`config.mk`:
```
export PLATFORM = sky130hd
export DESIGN_NAME = pfde_seq
export DESIGN_NICKNAME = d
export VERILOG_FILES = /design/src/rtl/core/pfde_pkg.sv /design/src/rtl/core/pfde_seq.sv
export SDC_FILE = /design/constraint.sdc
export NUM_CORES = 1
export LEC_CHECK = 0
export ABC_AREA = 1
export BUFFER_PORTS_ARGS = -buffer_cell sky130_fd_sc_hd__buf_2
export CORE_ASPECT_RATIO = 1.25
export CORE_MARGIN = 2
export CORE_UTILIZATION = 60
export DETAILED_ROUTE_END_ITERATION = 10
export PLACE_DENSITY = 0.78
export SYNTH_ARGS = -nofsm -noshare
export SYNTH_HDL_FRONTEND = slang
export SYNTH_SLANG_ARGS = --single-unit
```
`constraint.sdc`:
```
create_clock -name clk_i -period 13.9 [get_ports clk_i]
set_clock_uncertainty 0.15 [all_clocks]
set_input_delay 0.695 -clock clk_i [delete_from_list [all_inputs] [get_ports clk_i]]
set_output_delay 0.695 -clock clk_i [all_outputs]
set_load 0.005 [all_outputs]
```
`src/rtl/core/pfde_pkg.sv`:
```
package pfde_pkg;

  localparam int unsigned PAGES_DEF   = 8;
  localparam int unsigned COLUMNS_DEF = 128;

  typedef enum logic [2:0] {
    FN_CLEAR_ALL = 3'd0,
    FN_SET_PIXEL = 3'd1,
    FN_GET_PIXEL = 3'd2,
    FN_CLEAR_RECT = 3'd3,
    FN_OR_BYTE   = 3'd4,
    FN_READ_BYTE = 3'd5,
    FN_LINE      = 3'd6,
    FN_NOP       = 3'd7
  } func_e;

  // one store access handed from the sequencer to the store
  typedef struct packed {
    logic       valid;  // access in flight
    logic       rmw;    // read, then write back (a | set) & ~clr
    logic       last;   // final access of the command
    logic       resp;   // result taken from this read
    logic       bitsel; // result is one pixel bit
    logic [2:0] bitpos;
    logic [7:0] set;
    logic [7:0] clr;
  } acc_t;

endpackage

```
`src/rtl/core/pfde_seq.sv`:
```
module pfde_seq #(
  parameter int unsigned PAGES   = pfde_pkg::PAGES_DEF,
  parameter int unsigned COLUMNS = pfde_pkg::COLUMNS_DEF,
  parameter int unsigned AW      = 10
) (
  input  logic           clk_i,
  input  logic           rst_ni,
  input  logic           start_i,
  input  logic [2:0]     func_i,
  input  logic [6:0]     x_i,
  input  logic [5:0]     y_i,
  input  logic [6:0]     x_end_i,
  input  logic [5:0]     y_end_i,
  input  logic [7:0]     width_i,
  input  logic [6:0]     height_i,
  input  logic [7:0]     data_i,
  output logic           busy_o,
  output pfde_pkg::acc_t acc_o,
  output logic [AW-1:0]  addr_o
);
  localparam int unsigned CW = $clog2(COLUMNS);
  localparam int unsigned PW = (PAGES > 1) ? $clog2(PAGES) : 1;
  localparam logic [11:0] ROWS = 12'(PAGES * 8);
  localparam logic [11:0] COLS = 12'(COLUMNS);

  typedef enum logic [5:0] {
    S_IDLE  = 6'b000001,
    S_ONE   = 6'b000010,
    S_OR2   = 6'b000100,
    S_WALK  = 6'b001000,
    S_LDIV  = 6'b010000,
    S_DRAIN = 6'b100000
  } state_e;

  state_e      st_q, st_d;
  logic [2:0]  fn_q;
  logic [11:0] x_q, y_q, xe_q, ye_q;      // walk cursor and limits
  logic [11:0] x0_q, y0_q;                // rect origin
  logic [7:0]  data_q;
  // line
  logic        lx_q;                      // step along x
  logic [11:0] s0_q, m0_q, dmaj_q, t_q;
  logic signed [12:0] dmin_q;
  logic [23:0] num_q, den2_q;
  logic [11:0] quo_q;
  logic [4:0]  dcnt_q;
  logic [24:0] rem_q;

  logic        ok;
  logic [11:0] col, row;
  pfde_pkg::acc_t a;

  assign busy_o = (st_q != S_IDLE);

  // address of the current pixel or byte
  always_comb begin
    col = x_q;
    row = y_q;
    if (st_q == S_OR2) begin
      row = y_q + 12'd8;
    end
    if (st_q == S_LDIV) begin
      col = lx_q ? (s0_q + t_q) : quo_q;
      row = lx_q ? quo_q : (s0_q + t_q);
    end
    ok = (col < COLS) && (row[11:3] < 9'(PAGES));
    addr_o = AW'({row[3 +: PW], col[CW-1:0]});
    if (PAGES == 1) addr_o = AW'(col[CW-1:0]);
  end

  // after reset the whole store is walked and cleared
  always_ff @(posedge clk_i or negedge rst_ni) begin
    if (!rst_ni) begin
      st_q <= S_WALK;
    end else begin
      st_q <= st_d;
    end
  end

  always_comb begin
    logic [2:0]  sh;
    logic [15:0] wide;
    sh   = y_q[2:0];
    wide = {8'd0, data_q} << sh;
    a    = '0;
    st_d = st_q;
    case (st_q)
      S_IDLE: begin
        if (start_i) begin
          st_d = S_ONE;
        end
      end
      S_ONE: begin
        a.valid = 1'b1;
        a.last  = 1'b1;
        case (pfde_pkg::func_e'(fn_q))
          pfde_pkg::FN_SET_PIXEL: begin
            a.rmw = ok;
            a.set = 8'd1 << sh;
          end
          pfde_pkg::FN_GET_PIXEL: begin
            a.resp = ok; a.bitsel = 1'b1; a.bitpos = sh;
          end
          pfde_pkg::FN_READ_BYTE: a.resp = ok;
          pfde_pkg::FN_OR_BYTE: begin
            a.rmw = ok;
            a.set = wide[7:0];
            a.last = (sh == 3'd0);
          end
          default: ;
        endcase
        st_d = S_DRAIN;
        if (pfde_pkg::func_e'(fn_q) == pfde_pkg::FN_OR_BYTE && sh != 3'd0) st_d = S_OR2;
        if (pfde_pkg::func_e'(fn_q) == pfde_pkg::FN_CLEAR_ALL ||
            pfde_pkg::func_e'(fn_q) == pfde_pkg::FN_CLEAR_RECT) begin
          a = '0; st_d = S_WALK;
        end
        if (pfde_pkg::func_e'(fn_q) == pfde_pkg::FN_LINE) begin
          a = '0; st_d = S_LDIV;
        end
      end
      S_OR2: begin
        a.valid = 1'b1; a.last = 1'b1;
        a.rmw = ok; a.set = wide[15:8];
        st_d = S_DRAIN;
      end
      S_WALK: begin
        // walks the rectangle pixel by pixel, a byte per cycle, the pixel row picked by mask
        a.valid = 1'b1;
        a.rmw   = ok && (x_q < xe_q) && (y_q < ye_q);
        a.clr   = 8'd1 << y_q[2:0];
        if (x_q + 12'd1 >= xe_q || x_q + 12'd1 >= COLS) begin
          if (y_q + 12'd1 >= ye_q || y_q + 12'd1 >= ROWS) begin
            a.last = 1'b1; st_d = S_DRAIN;
          end
        end
        if (x_q >= xe_q || x_q >= COLS || y_q >= ye_q) begin
          a.last = 1'b1; st_d = S_DRAIN; a.rmw = 1'b0;
        end
      end
      S_LDIV: begin
        if (dcnt_q == 5'd25) begin
          a.valid = 1'b1; a.rmw = ok; a.set = 8'd1 << row[2:0];
          if (t_q == dmaj_q) begin
            a.last = 1'b1; st_d = S_DRAIN;
          end
        end
      end
      S_DRAIN: st_d = S_IDLE;
      default: st_d = S_IDLE;
    endcase
    acc_o = a;
  end

  // datapath
  always_ff @(posedge clk_i or negedge rst_ni) begin
    logic [12:0] adx, ady;
    logic        swp;
    logic [24:0] r;
    if (!rst_ni) begin
      fn_q   <= pfde_pkg::FN_CLEAR_ALL;
      data_q <= '0;
      x_q    <= '0;
      y_q    <= '0;
      x0_q   <= '0;
      xe_q   <= COLS;
      ye_q   <= ROWS;
      lx_q   <= 1'b0;
      s0_q   <= '0;
      m0_q   <= '0;
      dmaj_q <= '0;
      dmin_q <= '0;
      t_q    <= '0;
      num_q  <= '0;
      den2_q <= '0;
      rem_q  <= '0;
      quo_q  <= '0;
      dcnt_q <= 5'd31;
    end else if (start_i && st_q == S_IDLE) begin
      fn_q   <= func_i;
      data_q <= data_i;
      x_q    <= {5'd0, x_i};
      y_q    <= {6'd0, y_i};
      x0_q   <= {5'd0, x_i};
      xe_q   <= {5'd0, x_i} + {4'd0, width_i};
      ye_q   <= {6'd0, y_i} + {5'd0, height_i};
      if (pfde_pkg::func_e'(func_i) == pfde_pkg::FN_CLEAR_ALL) begin
        x_q <= '0; y_q <= '0; x0_q <= '0; xe_q <= COLS; ye_q <= ROWS;
      end
      // line setup
      adx = (x_end_i > x_i) ? 13'(x_end_i - x_i) : 13'(x_i - x_end_i);
      ady = (y_end_i > y_i) ? 13'(y_end_i - y_i) : 13'(y_i - y_end_i);
      lx_q <= (ady < adx);
      swp  = (ady < adx) ? (x_i > x_end_i) : (y_i > y_end_i);
      if (ady < adx) begin
        s0_q   <= swp ? 12'(x_end_i) : 12'(x_i);
        m0_q   <= swp ? 12'(y_end_i) : 12'(y_i);
        dmaj_q <= adx[11:0];
        dmin_q <= swp ? 13'(y_i) - 13'(y_end_i) : 13'(y_end_i) - 13'(y_i);
      end else begin
        s0_q   <= swp ? 12'(y_end_i) : 12'(y_i);
        m0_q   <= swp ? 12'(x_end_i) : 12'(x_i);
        dmaj_q <= ady[11:0];
        dmin_q <= swp ? 13'(x_i) - 13'(x_end_i) : 13'(x_end_i) - 13'(x_i);
      end
      t_q    <= '0;
      dcnt_q <= 5'd31;
    end else if (st_q == S_WALK) begin
      if (x_q + 12'd1 >= xe_q || x_q + 12'd1 >= COLS) begin
        x_q <= x0_q;
        y_q <= y_q + 12'd1;
      end else begin
        x_q <= x_q + 12'd1;
      end
    end else if (st_q == S_LDIV) begin
      // restoring divide: (2n + den) / (2den), one quotient bit a cycle
      if (dcnt_q == 5'd31) begin
        logic signed [24:0] n;
        n = $signed({1'b0, 12'd0, m0_q}) * $signed({12'd0, dmaj_q})
          + $signed({12'd0, t_q}) * dmin_q;
        if (dmaj_q == 12'd0) n = $signed({13'd0, m0_q});
        if (n < 0) n = '0;
        num_q  <= 24'(2 * n + ((dmaj_q == 0) ? 25'd1 : 25'(dmaj_q)));
        den2_q <= (dmaj_q == 0) ? 24'd2 : {11'd0, dmaj_q, 1'b0};
        rem_q  <= '0;
        quo_q  <= '0;
        dcnt_q <= 5'd0;
      end else if (dcnt_q < 5'd24) begin
        r = {rem_q[23:0], num_q[23]};
        num_q <= {num_q[22:0], 1'b0};
        if (r >= {1'b0, den2_q}) begin
          rem_q <= r - {1'b0, den2_q};
          quo_q <= {quo_q[10:0], 1'b1};
        end else begin
          rem_q <= r;
          quo_q <= {quo_q[10:0], 1'b0};
        end
        dcnt_q <= (dcnt_q == 5'd23) ? 5'd25 : dcnt_q + 5'd1;
      end else begin
        t_q    <= t_q + 12'd1;
        dcnt_q <= 5'd31;
      end
    end
  end
endmodule
```
### Word-level counts from Yosys, hierarchy flattened

Cells that the tools add are included.

| word-level totals | value |
|---|---|
| bits in registers | 228 |
| word-level logic and storage cells | 195 |

| operators by class | value |
|---|---|
| add/sub/neg operators | 15 |
| multipliers | 2 |
| $lt $le $gt $ge | 19 |
| eq/ne operators | 24 |
| shift operators | 3 |
| mux-type cells | 84 |
| bitwise gates (word level) | 2 |
| reduce and logical (&&, ||, !) cells | 27 |

Operators with widths:

| operator | count |
|---|---|
| 12-bit 2-to-1 mux | 20 |
| 24-bit 2-to-1 mux | 7 |
| 25-bit 2-to-1 mux | 5 |
| 23-bit 2-to-1 mux | 5 |
| 13-bit 2-to-1 mux | 6 |
| 6-bit 2-to-1 mux | 11 |
| 12-bit >= comparator | 4 |
| 12-bit by 1-bit adder with 12-bit output (second input constant) | 3 |
| 5-bit 2-to-1 mux | 7 |
| 8-bit one-hot mux with 2 select lines | 2 |
| 6-bit one-hot mux with 5 select lines | 1 |
| 7-bit 2-to-1 mux | 4 |
| 25-bit adder | 1 |
| 25-bit by 24-bit >= comparator with 1-bit output | 1 |
| 25-bit by 1-bit < comparator with 1-bit output (second input constant) | 1 |
| 13-bit by 13-bit multiplier with 25-bit output | 1 |
| 24-bit by 12-bit adder with 24-bit output | 1 |
| 12-bit by 8-bit >= comparator with 1-bit output (second input constant) | 2 |
| 12-bit < comparator | 2 |
| 12-bit by 12-bit multiplier with 24-bit output | 1 |
| 8-bit one-hot mux with 3 select lines | 1 |
| 24-bit subtractor | 1 |
| 8-bit 2-to-1 mux | 2 |
| 1-bit by 3-bit left shift with 8-bit output (first input constant) | 2 |
| other kinds (46) | 85 |

### Logic depth before layout (Yosys ltp)

| logic depth | value |
|---|---|
| word-level depth | 15 |
| mapped depth | 59 |

### Worst setup path after synthesis

OpenSTA, ideal clock, no wires.

| timing | value |
|---|---|
| path kind | register to register |
| start | reg dmaj_q[4] |
| end | reg num_q[23] |
| library setup time | 116 ps |
| arrival | 10293 ps |
| required time | 13634 ps |
| slack | 3341 ps |
| stages on the path, launching flop included | 60 |
| buffers on the path | 3 |
| clock period less this slack | 10559 ps |
| path through | dfrtp_1 clkbuf_1 nand2_1 inv_1 fa_1 ha_1 fa_1 inv_1 fa_1 fa_1 inv_1 ha_1 a21oi_1 nand2_1 a21oi_1 o21bai_1 a21o_1 a21oi_1 (+24 left out) buf_6 o211ai_1 inv_1 ha_1 inv_1 fa_1 nand3b_1 nor2_1 nor2_1 nor3_1 nand3b_1 a21oi_1 nor2_2 nand3_1 nand2_1 nand3_1 nand2_1 nand2_1 |

| on the way | value |
|---|---|
| longest elaborated chain between the ends | 15 |

Ends and longest elaborated chain:

| what | line | text |
|---|---|---|
| start, declared | pfde_seq.sv:42 | `logic [11:0] s0_q, m0_q, dmaj_q, t_q;` |
| start signal, assigned | pfde_seq.sv:198 | `dmaj_q <= adx[11:0];` |
| start signal, assigned | pfde_seq.sv:203 | `dmaj_q <= ady[11:0];` |
| 12-bit by 12-bit multiplier with 24-bit output | pfde_seq.sv:219 | `n = $signed({1'b0, 12'd0, m0_q}) * $signed({12'd0, dmaj_q})` |
| 25-bit adder | pfde_seq.sv:220 | `+ $signed({12'd0, t_q}) * dmin_q;` |
| 25-bit 2-to-1 mux | pfde_seq.sv:221 | `if (dmaj_q == 12'd0) n = $signed({13'd0, m0_q});` |
| 25-bit 2-to-1 mux | pfde_seq.sv:217 | `if (dcnt_q == 5'd31) begin` |
| 25-bit 2-to-1 mux | pfde_seq.sv:215 | `end else if (st_q == S_LDIV) begin` |
| 25-bit 2-to-1 mux | pfde_seq.sv:208 | `end else if (st_q == S_WALK) begin` |
| 25-bit 2-to-1 mux | pfde_seq.sv:179 | `end else if (start_i && st_q == S_IDLE) begin` |
| 25-bit by 1-bit < comparator with 1-bit output | pfde_seq.sv:222 | `if (n < 0) n = '0;` |
| 23-bit 2-to-1 mux | pfde_seq.sv:222 |  |
| 23-bit 2-to-1 mux | pfde_seq.sv:217 |  |
| 23-bit 2-to-1 mux | pfde_seq.sv:215 |  |
| 23-bit 2-to-1 mux | pfde_seq.sv:208 |  |
| 23-bit 2-to-1 mux | pfde_seq.sv:179 |  |
| 24-bit by 12-bit adder with 24-bit output (*) | pfde_seq.sv:223 | `num_q <= 24'(2 * n + ((dmaj_q == 0) ? 25'd1 : 25'(dmaj_q)));` |
| 24-bit 2-to-1 mux (*) | pfde_seq.sv:217 |  |
| end signal, assigned | pfde_seq.sv:223 |  |
| end signal, assigned | pfde_seq.sv:230 | `num_q <= {num_q[22:0], 1'b0};` |
| end, declared | pfde_seq.sv:44 | `logic [23:0] num_q, den2_q;` |

Mark *: on every way between the ends. The rest lies on a longest branch, timed or not. The select of a mux whose other input is x is not followed.
A chain may end at the register's enable or synchronous reset.

### Worst setup path in the final report

| timing | value |
|---|---|
| start | reg dmaj_q[5] |
| end | reg num_q[19] |

Same word-level chain as after synthesis.

==> metrics.csv <==
stage,metric,value,unit
outcome,outcome,"finished, final reports clean",
synth,synth_common_cells,"nand2_1 (726), inv_1 (661), ha_1 (278)",
critical_path,crit_type,reg -> reg,
critical_path,r2r_cells,54,
timing,hold_viol,0,
synth,ys_seq_elements,181,
finish,fin_nets,3762,
synth,synth_top_area_share,18.3,%
critical_path,worstPathArrival,11.78,ns
clock_network,clock_latency,0.46,ns
drt,ant_nets,0,
synth,synth_xor_area_share,3.10,%
critical_path,reg2reg_from,dmaj_q[5],
synth,yosysTopAreaCell,dfrtp_1,
floorplanning,die_width,182,µm
drt,wl_per_cell,17.7,µm
grt,grt_first_pass_wirelength,107,mm
clock_network,hold_buffers,0,
clock_network,numCtsBuffers,17,
drt,via_count,21659,
clock_network,h-tree-depth,4,
clock_network,root_buffer,clkbuf_16,
synth,ys.flop_type,dfrtp_1,
synth,netlist_area,23700,µm²
critical_path,r2r-end,num_q[19],
place,io_buffers,89,
critical_path,critPathMaxFanout,23,
drt,drtIter0Drc,1371,
timing,fin_crit_sh,83.5,%
drt,first_pass_iters,6,
synth,synth-compound-area-share,13.5,%
clock_network,cts_tree,done,
grt,grt_max_degree,106,
synth,syn_area_per_cell,7.33,µm²
critical_path,worstSetupEndpointType,register,
critical_path,critPathSlowestCell,dfrtp_1,
flow_run,maxCapViolCount,0,
floorplanning,row_count,81,
clock_network,cts_sinks,181,
clock_network,clkTransAtPathRegs,0.08,ns
drt,drc,0,
clock_network,cts_resized,0,
synth,ys_warn_count,0,
floorplanning,die_y,226,µm
drt,viasPerCell,5.77,
drt,drt-total-wl,66.2,mm
grt,grt_pass1_vias,21862,
critical_path,critPathRequiredTime,14.08,ns
grt,antenna_found_initial,2,
synth,synthDistinctLibCells,66,
synth,synth_top_family_by_area,adder cells,
clock_network,clock_path_buffers,2,
grt,grt.total_usage,32.7,%
floorplanning,die_area,41100,µm²
finish,area_growth,5.42,%
critical_path,crit_top_cell,inv_1,
grt,grt-ovfl-total,0,
timing,rsz0062_at_grt,no,
synth,synth-seq-area-share,19.1,%
synth,async_flop_share,100,%
synth,synthMuxAreaShare,0.169,%
synth,netlist_instances,3235,
synth,yosys.area_share.simple,20.8,%
finish,drive_gt1_share,5.81,%
synth,synth_most_common_cell,nand2_1,
floorplanning,coreArea,39000,µm²
synth,synth-adder-area-share,30.5,%
critical_path,start_kind,register,
synth,synth_edf_count,0,
timing,fmax,86.2,MHz
timing,fin_crit,11.60,ns
place,dp.final_hpwl,52.8,mm
synth,syn-num-nets,3756,
finish,insertedDiodeCount,0,
timing,report.final.slew_viol_count,0,
hold_path,min_path_type,in -> async,
timing,setup_viol,0,
floorplanning,ios,90,
critical_path,cpLargestDelayFamily,adder cells,
timing,tightest_slew,1.24,ns
critical_path,max_stage_delay,0.64,ns
place,gp_congestion,0.985,
synth,synth_area_leaders,"dfrtp_1 (18%), fa_1 (16%), ha_1 (15%), nand2_1 (11%), inv_1 (10%)",
timing,slew_headroom,16.9,%
timing,setup_tns,0,ns
critical_path,cp.buffers_inverters,11,
floorplanning,start_util,60.8,%
finish,fillCellCount,3474,
clock_network,post_cts_buffers,0,
critical_path,rrSetupSlack,2.30,ns
[how the worst max path moves through the flow]
stage | from | to | slack, ns | depth (start not counted)
5_1_grt | dmaj_q[10] | num_q[19] | 1.55 | 51
3_3_place_gp | dmaj_q[10] | num_q[23] | 2.59 | 52
3_5_place_dp | dmaj_q[10] | num_q[19] | 2.34 | 52
6_report | dmaj_q[5] | num_q[19] | 2.30 | 54
4_1_cts | dmaj_q[10] | num_q[19] | 2.32 | 52
2_1_floorplan | dmaj_q[4] | num_q[23] | 3.34 | 59
[worst register-to-register path: cells and delay by family, from the launching register on]
family | cells | cell delay (ns)
compound gates | 9 | 1.33
fa+ha+maj | 15 | 6.22
buf+inv | 11 | 0.64
flops | 1 | 0.64
xor+xnor | 1 | 0.15
simple gates | 18 | 2.33
[kinds of logic (layout without fill, tap and decap cells)]
| group | Yosys count | in the layout |
|---|---|---|
| multiplexers | 4 | 4 |
| flip-flops | 181 | 181 |
| AND/OR/NAND/NOR | 1176 | 1176 |
| XOR/XNOR | 84 | 84 |
| adder cells (fa/ha/maj) | 466 | 466 |
| AO/OA/AOI/OAI | 537 | 537 |
| buffers and inverters | 787 | 806 |
[metal layers]
layer / vias to the layer above / global-route usage [%] / share of wire [%]
met3: 196 / 3.66 / 5.4
met4: 4 / 18.5 / 5.8
li1: 10311 / - / -
met5: - / 0 / 0.035
met2: 772 / 58.2 / 49
met1: 10376 / 38.4 / 39
[flip-flops by register name, indices dropped and copies added (netlist names)]
name and flops:
y_q 12, data_q 8, t_q 12, xe_q 9
dmaj_q 8, quo_q 12, st_q 6, ye_q 8
dcnt_q 5, x_q 12, x0_q 7, dmin_q 8
lx_q 1, den2_q 8, fn_q 3, s0_q 7
rem_q 24, m0_q 7, num_q 24
[cell type report]
type / count / area, µm² / area share, %
Clock inverter: 12 / 168 / 0.671
Tap cell: 498 / 623 / 2.49
Multi-Input combinational cell: 2267 / 16200 / 64.6
Inverter: 674 / 2530 / 10.1
Timing Repair Buffer: 100 / 537 / 2.15
Sequential cell: 181 / 4540 / 18.2
Clock buffer: 20 / 447 / 1.79
[metrics by stage]
stage / setup WS, ns / std cells / instance area, µm² / utilization (%) / hold WS (ns)
2_1_floorplan: 3.34 / 3235 / 23700 / - / 0.249
3_3_place_gp: 2.59 / 3720 / 24400 / 62.5 / 0.309
3_5_place_dp: 2.34 / 3720 / 24400 / 62.5 / 0.316
4_1_cts: 2.32 / 3752 / 25000 / 64.1 / 0.207
5_1_grt: 1.55 / 3752 / 25000 / 64.1 / 0.237
6_report: 2.30 / 3752 / 25000 / 64.1 / 0.125
[cells in the final DEF (no fill, tap or decap), types with 40 or more instances in the layout]
cell / n
o211ai_1: 42
xor2_1: 61
nand4_1: 40
o21ai_0: 161
nand2_1: 725
inv_1: 661
a21oi_1: 167
nor2_1: 190
nand3_1: 123
ha_1: 278
buf_2: 88
fa_1: 188
dfrtp_1: 173
Power is left out: the tool's default activity adds up to more than one toggle a clock period on the data nets, which glitch-free logic cannot reach.
